### config.mk
export PLATFORM = sky130hd
export DESIGN_NAME = smpq_cell
export DESIGN_NICKNAME = d
export VERILOG_FILES = /design/src/rtl/core/smpq_pkg.sv /design/src/rtl/core/smpq_cell.sv
export SDC_FILE = /design/constraint.sdc
export NUM_CORES = 1
export LEC_CHECK = 0
export BUFFER_PORTS_ARGS = -buffer_cell sky130_fd_sc_hd__buf_2
export CORE_AREA = 2 2 105 107
export DETAILED_ROUTE_END_ITERATION = 8
export DIE_AREA = 0 0 107 109
export HOLD_SLACK_MARGIN = 0.15
export MAX_ROUTING_LAYER = met4
export PLACE_DENSITY = 0.82
export SLEW_MARGIN = 20
export SYNTH_ARGS = -nofsm -noshare
export SYNTH_HDL_FRONTEND = slang
export SYNTH_SLANG_ARGS = --single-unit
### constraint.sdc
create_clock -name clk -period 8.6 [get_ports clk]
set_clock_uncertainty 0.15 [all_clocks]
set_input_delay 1.72 -clock clk [delete_from_list [all_inputs] [get_ports clk]]
set_output_delay 1.72 -clock clk [all_outputs]
set_load 0.05 [all_outputs]
### src/rtl/core/smpq_pkg.sv
// shared types and codes of the sorted min-priority queue
package smpq_pkg;

  localparam int unsigned KEY_W = 17;

  // request kinds on the input side
  localparam logic ACT_INSERT = 1'b0;
  localparam logic ACT_REMOVE = 1'b1;

  // result status codes
  localparam logic [1:0] ST_OK    = 2'd0;
  localparam logic [1:0] ST_FULL  = 2'd1;
  localparam logic [1:0] ST_EMPTY = 2'd2;

  typedef logic [KEY_W-1:0] key_t;

  typedef struct packed {
    logic [15:0] heuristic_cost;
    logic [15:0] path_cost;
    logic [15:0] handle;
  } entry_t;

  // state one cell shows to its neighbours
  typedef struct packed {
    logic   valid;
    logic   ge;
    entry_t entry;
    key_t   key;
  } link_t;

  // operation broadcast to every cell
  typedef struct packed {
    logic   insert;
    logic   remove;
    entry_t entry;
    key_t   key;
  } cmd_t;

endpackage

### src/rtl/core/smpq_cell.sv
// one slot of the sorted chain: holds an entry and shifts with its neighbours
module smpq_cell #(
  parameter bit IS_HEAD = 1'b0
) (
  input  logic           clk,
  input  logic           rst_n,
  input  smpq_pkg::cmd_t  cmd,
  input  smpq_pkg::link_t from_left,
  input  smpq_pkg::link_t from_right,
  output smpq_pkg::link_t own
);
  import smpq_pkg::*;

  logic   valid_r, valid_nxt;
  entry_t entry_r, entry_nxt;
  key_t   key_r, key_nxt;
  logic   cond;
  logic   ge;

  // new entry belongs at or before this slot; head only on a strictly smaller key
  assign cond = IS_HEAD ? (cmd.key < key_r) : (key_r >= cmd.key);
  assign ge   = !valid_r || cond;

  // next contents: hold, shift from a neighbour or take the new entry
  always_comb begin
    valid_nxt = valid_r;
    entry_nxt = entry_r;
    key_nxt   = key_r;
    if (cmd.remove) begin
      valid_nxt = from_right.valid;
      entry_nxt = from_right.entry;
      key_nxt   = from_right.key;
    end else if (cmd.insert) begin
      if (from_left.ge) begin
        valid_nxt = from_left.valid;
        entry_nxt = from_left.entry;
        key_nxt   = from_left.key;
      end else if (ge) begin
        valid_nxt = 1'b1;
        entry_nxt = cmd.entry;
        key_nxt   = cmd.key;
      end
    end
  end

  // occupancy flag
  always_ff @(posedge clk) begin
    if (!rst_n) begin
      valid_r <= 1'b0;
    end else begin
      valid_r <= valid_nxt;
    end
  end

  // payload
  always_ff @(posedge clk) begin
    entry_r <= entry_nxt;
    key_r   <= key_nxt;
  end

  assign own = '{valid: valid_r, ge: ge, entry: entry_r, key: key_r};

endmodule

==> results of run 1 <==
-- power by group through the flow --
stage | clock, µW | sequential, µW | combinational, µW
6_report | 238 | 406 | 290
5_1_grt | 262 | 408 | 312
4_1_cts | 250 | 406 | 293
3_5_place_dp | 0 | 413 | 292
3_3_place_gp | 0 | 411 | 285
2_1_floorplan | 0 | 531 | 77.9
-- state kept, by name, summed over array words and instances (netlist names) --
| signal | count |
|---|---|
| valid_r | 1 |
| own | 48 |
| key_r | 17 |
-- worst min-delay path, stage by stage (launching register included) --
cell     delay [ns]
dfxtp_1        0.34
nand2_1        0.07
mux2i_1        0.06
-- stage by stage --
stage | setup slack (ns) | power [µW] | std cells | utilization
floorplan | 1.84 | 609 | 351 | -
global placement | 3.41 | 697 | 738 | 0.493
detailed placement | 3.40 | 705 | 738 | 0.493
CTS | 3.39 | 949 | 753 | 0.509
global route | 3.32 | 982 | 753 | 0.509
finish | 3.40 | 934 | 753 | 0.509
-- metal layers --
metal  part of all wire  wire [µm]  up-vias
met5                  0          0        -
met4              0.022        235        0
met3              0.074        776       21
met2               0.52       5510      173
met1               0.38       3970     1575
li1                   -          -     1787
-- cell type report --
cell class              count  area, µm²  area share
well taps                 140        175      0.0324
clock buffers              10        128      0.0236
flip-flops and latches     66       1970       0.365
inverters                  17       63.8      0.0118
repair buffers            271       1370       0.254
multi-input cells         244       1650       0.305
clock inverters             5       46.3     0.00857
-- placed cells by master (no fill, tap or decap), types with 3 or more instances in the layout --
cell type,count
nand4_1,5
o21ai_0,67
a21oi_1,3
buf_2,266
edfxtp_1,65
nand2_1,71
buf_4,5
a21o_1,4
clkinv_1,3
mux2i_1,66
inv_1,17
nor2_1,3
ha_1,17
clkbuf_8,9
-- worst paths after layout --
| path | startpoint | to | depth (start not counted) |
|---|---|---|---|
| max | cmd[7] | own[65] | 8 |
| min | valid_r | valid_r | 2 |
| min reg2reg | valid_r | valid_r | 2 |
| max reg2reg | key_r[2] | key_r[5] | 7 |
-- cell families after synthesis --
| group | count (synthesis) |
|---|---|
| simple gates | 83 |
| compound gates | 78 |
| mux | 66 |
| flops | 66 |
| buf+inv | 41 |
| fa+ha+maj | 17 |
==> impl_metrics.tcl, run 1 <==
set metrics [dict create \
    clk_pin_slew_ns 0.06 \
    drive_gt1_frac 0.465 \
    synthesis.area_um2 3770 \
    cp.required_ns 6.73 \
    synthToLayoutAreaGrowth_pct 43.2 \
    yosys.cell_count.top_type "nand2_1" \
    clkPwrFrac 0.255 \
    synth.area.top_cells "edfxtp_1 (52%), mux2i_1 (18%), o21ai_0 (8.9%)" \
    critPathLaunchType "input port" \
    io_buffers 268 \
    fillers 975 \
    antenna_left 0 \
    netlist_instances 351 \
    ys.flop_type "edfxtp_1" \
    met3_usage 0.0395 \
    slowest_stage "a221o_1" \
    maxCapViolations 0 \
    setup_viol 0 \
    core_um2 10600 \
    placementRows 38 \
    worstHoldPathType "reg2reg" \
    wire_per_inst_um 13.9 \
    yosysSeqAreaShare 0.523 \
    vias 3556 \
    max_stage_delay_ns 0.35 \
    synth-simple-area-share 0.0906 \
    cts_buffers 9 \
    grt_use_total 0.179 \
    drc 0 \
    synth_top_family_by_area "multiplexers" \
    dieWidth_um 107 \
    yosysTopAreaCell "edfxtp_1" \
    intPower_uw 614 \
    synthesis.nets 571 \
    grt_max_degree 83 \
    grt_pass1_wl_um 15600 \
    post_cts_resized 0 \
    first_global_vias 3428 \
    initial_core_util 0.356 \
    hold_viol 0 \
    io_pins 270 \
    totalWireLength_um 10500 \
    synthXorXnorAreaFrac 0 \
    gp_congestion 0.830 \
    crit_type "in2out" \
    combPwrFrac 0.311 \
    crit_buf_inv 3 \
    firstDrtPassIters 4 \
    path_max_fanout 2 \
    ys_top_cells_by_count "nand2_1 (71), o21ai_0 (67), mux2i_1 (66)" \
    die_h_um 109 \
    antenna_found_initial 0 \
    busiest_layer "met2" \
    worstSetupEndpointType "primary output" \
    report.final.slew_viol_count 0 \
    async_flop_share 0 \
    syn_avg_cell_area_um2 10.7 \
    cts_setup_buffers 0 \
    die-area_um2 11700 \
    synthMuxAreaShare 0.175 \
    synth_compound_area_frac 0.110 \
    clkSinkCount 66 \
    holdBufCountCts 0 \
    yosys.area_share.adder 0.0564 \
    cp_data_arrival_time_ns 3.33 \
    antenna_cells 0 \
    ir_drop_mv 0.0926 \
    grt_setup_unrepaired "false" \
    p_switching_uw 320 \
    ctsHtreeMaxLevel 3 \
    insertion_delay_ns 0.33 \
    crit_chain "buf_2, inv_1, ha_1, and3_4, a221o_1, a211oi_2, nand2_1, buf_2" \
    p_sw_frac 0.342 \
    timing.hold.ws_ns 0.365 \
    pwr-share-seq 0.434 \
    gr-usage-met1 0.183 \
    cts_buffer_depth 2 \
    timing.fmax_mhz 192 \
    drt_iter0_markers 161 \
    postLayoutCellArea_um2 5400 \
    status "finished clean" \
    hpwl_um 8450 \
    synth_cell_types 22 \
    rrSetupSlack_ns 5.38 \
    grt_overflow 0 \
    cts-root-buf "clkbuf_8" \
    post_dp_cell_area_um2 5230 \
    yosys_warnings 0 \
    synth-edff-count 65 \
    powerDensity_nw_per_um2 173 \
    yosys_register_bits 66 \
    grt_util_met2 0.327 \
    avgViaCountPerCell 4.72 \
    min_period_over_period 0.605 \
    worst_pin_slew_ns 0.941 \
    cts_tree "done" \
    finalCriticalPeriod_ns 5.20 \
    fin_nets 829 \
    cpMostUsedCell "buf_2" \
    leakage_uw 0.00277 \
    crit_family "compound AO/OA/AOI/OAI gates" \
    relSlewSlack 0.372 \
    tns_ns 0 \
    netlist.area_leader.share 0.518 \
]
Power figures use the tool's default switching activity.
==> inputs of run 2 (changes only) <==
--- a/config.mk
+++ b/config.mk
@@ -5,13 +5,14 @@
 export SDC_FILE = /design/constraint.sdc
 export NUM_CORES = 1
 export LEC_CHECK = 0
+export ABC_AREA = 1
 export BUFFER_PORTS_ARGS = -buffer_cell sky130_fd_sc_hd__buf_2
 export CORE_AREA = 2 2 105 107
 export DETAILED_ROUTE_END_ITERATION = 8
 export DIE_AREA = 0 0 107 109
 export HOLD_SLACK_MARGIN = 0.15
 export MAX_ROUTING_LAYER = met4
-export PLACE_DENSITY = 0.82
+export PLACE_DENSITY = 0.83
 export SLEW_MARGIN = 20
 export SYNTH_ARGS = -nofsm -noshare
 export SYNTH_HDL_FRONTEND = slang
==> constraint.sdc (replaced) <==
create_clock -name clk -period 5.25 [get_ports clk]
set_clock_uncertainty 0.15 [all_clocks]
set_input_delay 1.05 -clock clk [delete_from_list [all_inputs] [get_ports clk]]
set_output_delay 1.05 -clock clk [all_outputs]
set_load 0.05 [all_outputs]
==> impl_metrics.tcl, run 2 <==
set metrics [dict create \
    crit_type "in2out" \
    first_global_vias 3837 \
    dieWidth_um 107 \
    final_cell_mix "buf_2 (268), nand2_1 (140), nand3_1 (114)" \
    insertion_delay_ns 0.33 \
    initial_core_util 0.364 \
    cts_setup_buffers 0 \
    p_sw_frac 0.344 \
    io_pins 270 \
    cts_tree "done" \
    cts-root-buf "clkbuf_8" \
    async_flop_share 0 \
    cp.required_ns 4.05 \
    setup_viol 0 \
    ctsHtreeMaxLevel 3 \
    combPwrFrac 0.309 \
    io_buffers 268 \
    antenna_left 0 \
    yosys.cell_count.top_type "nand2_1" \
    intPower_uw 1080 \
    pwr-share-seq 0.404 \
    fin_nets 918 \
    worstHoldPathType "reg2reg" \
    antenna_found_initial 2 \
    drive_gt1_frac 0.431 \
    status "finished clean" \
    leakage_uw 0.00279 \
    hold_viol 0 \
    multi_input_area_um2 1630 \
    grt_pass1_wl_um 17800 \
    grt_max_degree 68 \
    synthesis.nets 664 \
    hpwl_um 8710 \
    slowest_stage "ha_1" \
    netlist.area_leader.share 0.506 \
    timing.hold.ws_ns 0.428 \
    synthesis.area_um2 3860 \
    netlist_instances 444 \
    grt_overflow 0 \
    rrSetupSlack_ns 2.49 \
    maxCapViolations 0 \
    wire_per_inst_um 14.1 \
    synth_cell_types 26 \
    report.final.slew_viol_count 0 \
    synth-edff-count 65 \
    ff_latch_area_um2 1970 \
    placementRows 38 \
    cts_buffers 9 \
    grt_setup_unrepaired "false" \
    cp_data_arrival_time_ns 2.46 \
    vias 4117 \
    fillers 1021 \
    crit_buf_inv 3 \
    ys_top_cells_by_count "nand2_1 (140), nand3_1 (114), edfxtp_1 (65)" \
    core_um2 10600 \
    startpoint "cmd[15]" \
    crit_family "simple AND/OR/NAND/NOR gates" \
    critPathLaunchType "input port" \
    syn_avg_cell_area_um2 8.69 \
    finalCriticalPeriod_ns 3.66 \
    powerDensity_nw_per_um2 301 \
    yosysSeqAreaShare 0.511 \
    crit_chain "buf_2, inv_1, ha_1, nand2_2, nor2_2, nand3_2, nor2_1, nand2_1, nand3_2, nor2_2, nand2_1, buf_2" \
    gp_congestion 0.802 \
    holdBufCountCts 0 \
    clkSinkCount 66 \
    yosysTopAreaCell "edfxtp_1" \
    ir_drop_mv 0.141 \
    cts_buffer_depth 2 \
    totalWireLength_um 11900 \
    mostFrequentLayoutCell "buf_2" \
    avgViaCountPerCell 4.87 \
    min_period_over_period 0.697 \
    max_stage_delay_ns 0.33 \
    synthToLayoutAreaGrowth_pct 42.6 \
    total_power_uw 1650 \
    worstSetupEndpointType "primary output" \
    path_max_fanout 2 \
    timing.fmax_mhz 273 \
    largest_reg_flops 48 \
    ys.flop_type "edfxtp_1" \
    yosys_register_bits 66 \
    clkPwrFrac 0.287 \
    hold_start "valid_r" \
    relSlewSlack 0.343 \
    tns_ns 0 \
    post_cts_resized 0 \
    yosys_warnings 0 \
    clk_pin_slew_ns 0.07 \
    grt_use_total 0.202 \
    firstDrtPassIters 4 \
    p_switching_uw 569 \
    synth.area.top_cells "edfxtp_1 (51%), nand3_1 (15%), nand2_1 (14%)" \
    worst_pin_slew_ns 0.985 \
    reg2reg_from "key_r[16]" \
    die_h_um 109 \
    die-area_um2 11700 \
    drc 0 \
    drt_iter0_markers 190 \
]
run 2: metal layers:
layer	vias up	share of wire	wire length (µm)	track usage
met2	191	0.52	6150	0.358
met1	1851	0.39	4620	0.223
li1	2048	-	-	-
met5	-	0	0	-
met4	0	0.017	203	0.0724
met3	27	0.081	963	0.0484
run 2: cell type report:
type,instances,share of cell area
Timing Repair Buffer,273,0.251
Antenna cell,2,0.000910
Sequential cell,66,0.359
Tap cell,140,0.0319
Clock buffer,15,0.0357
Clock inverter,1,0.00546
Multi-Input combinational cell,319,0.297
Inverter,29,0.0200
run 2: worst paths after layout:
check	to	depth (start not counted)
worst max register to register	own[53]	11
worst max-delay path	own[65]	12
worst min register to register	valid_r	2
worst min-delay path	valid_r	2
run 2: stage by stage:
stage	std cells	area [µm²]	util	worst slack [ns]
finish	845	5500	0.519	1.59
global route	845	5500	0.519	1.49
CTS	843	5490	0.518	1.59
detailed placement	827	5270	0.497	1.61
global placement	827	5270	0.497	1.63
floorplan	444	3860	-	1.15
run 2: tightest hold or removal path: stages (launching register included):
cell	delay, ns
dfxtp_1	0.38
nor3_1	0.08
nor2_2	0.08
run 2: logic make-up (layout without fill, tap and decap cells):
group           after synthesis  after routing  share of synthesized area
simple gates                279            279                      0.325
flops                        66             66                      0.511
buf+inv                      59            318                     0.0662
compound gates               23             23                     0.0422
fa+ha+maj                    17             17                     0.0552
other cells                   0              2                          0
run 2: power groups by stage:
stage / Sequential, µW / Combinational (µW) / Clock (µW)
after floorplan: 881 / 147 / 0
after global placement: 677 / 509 / 0
after detailed placement: 679 / 514 / 0
after CTS: 668 / 516 / 487
after global routing: 672 / 551 / 510
final: 667 / 511 / 475
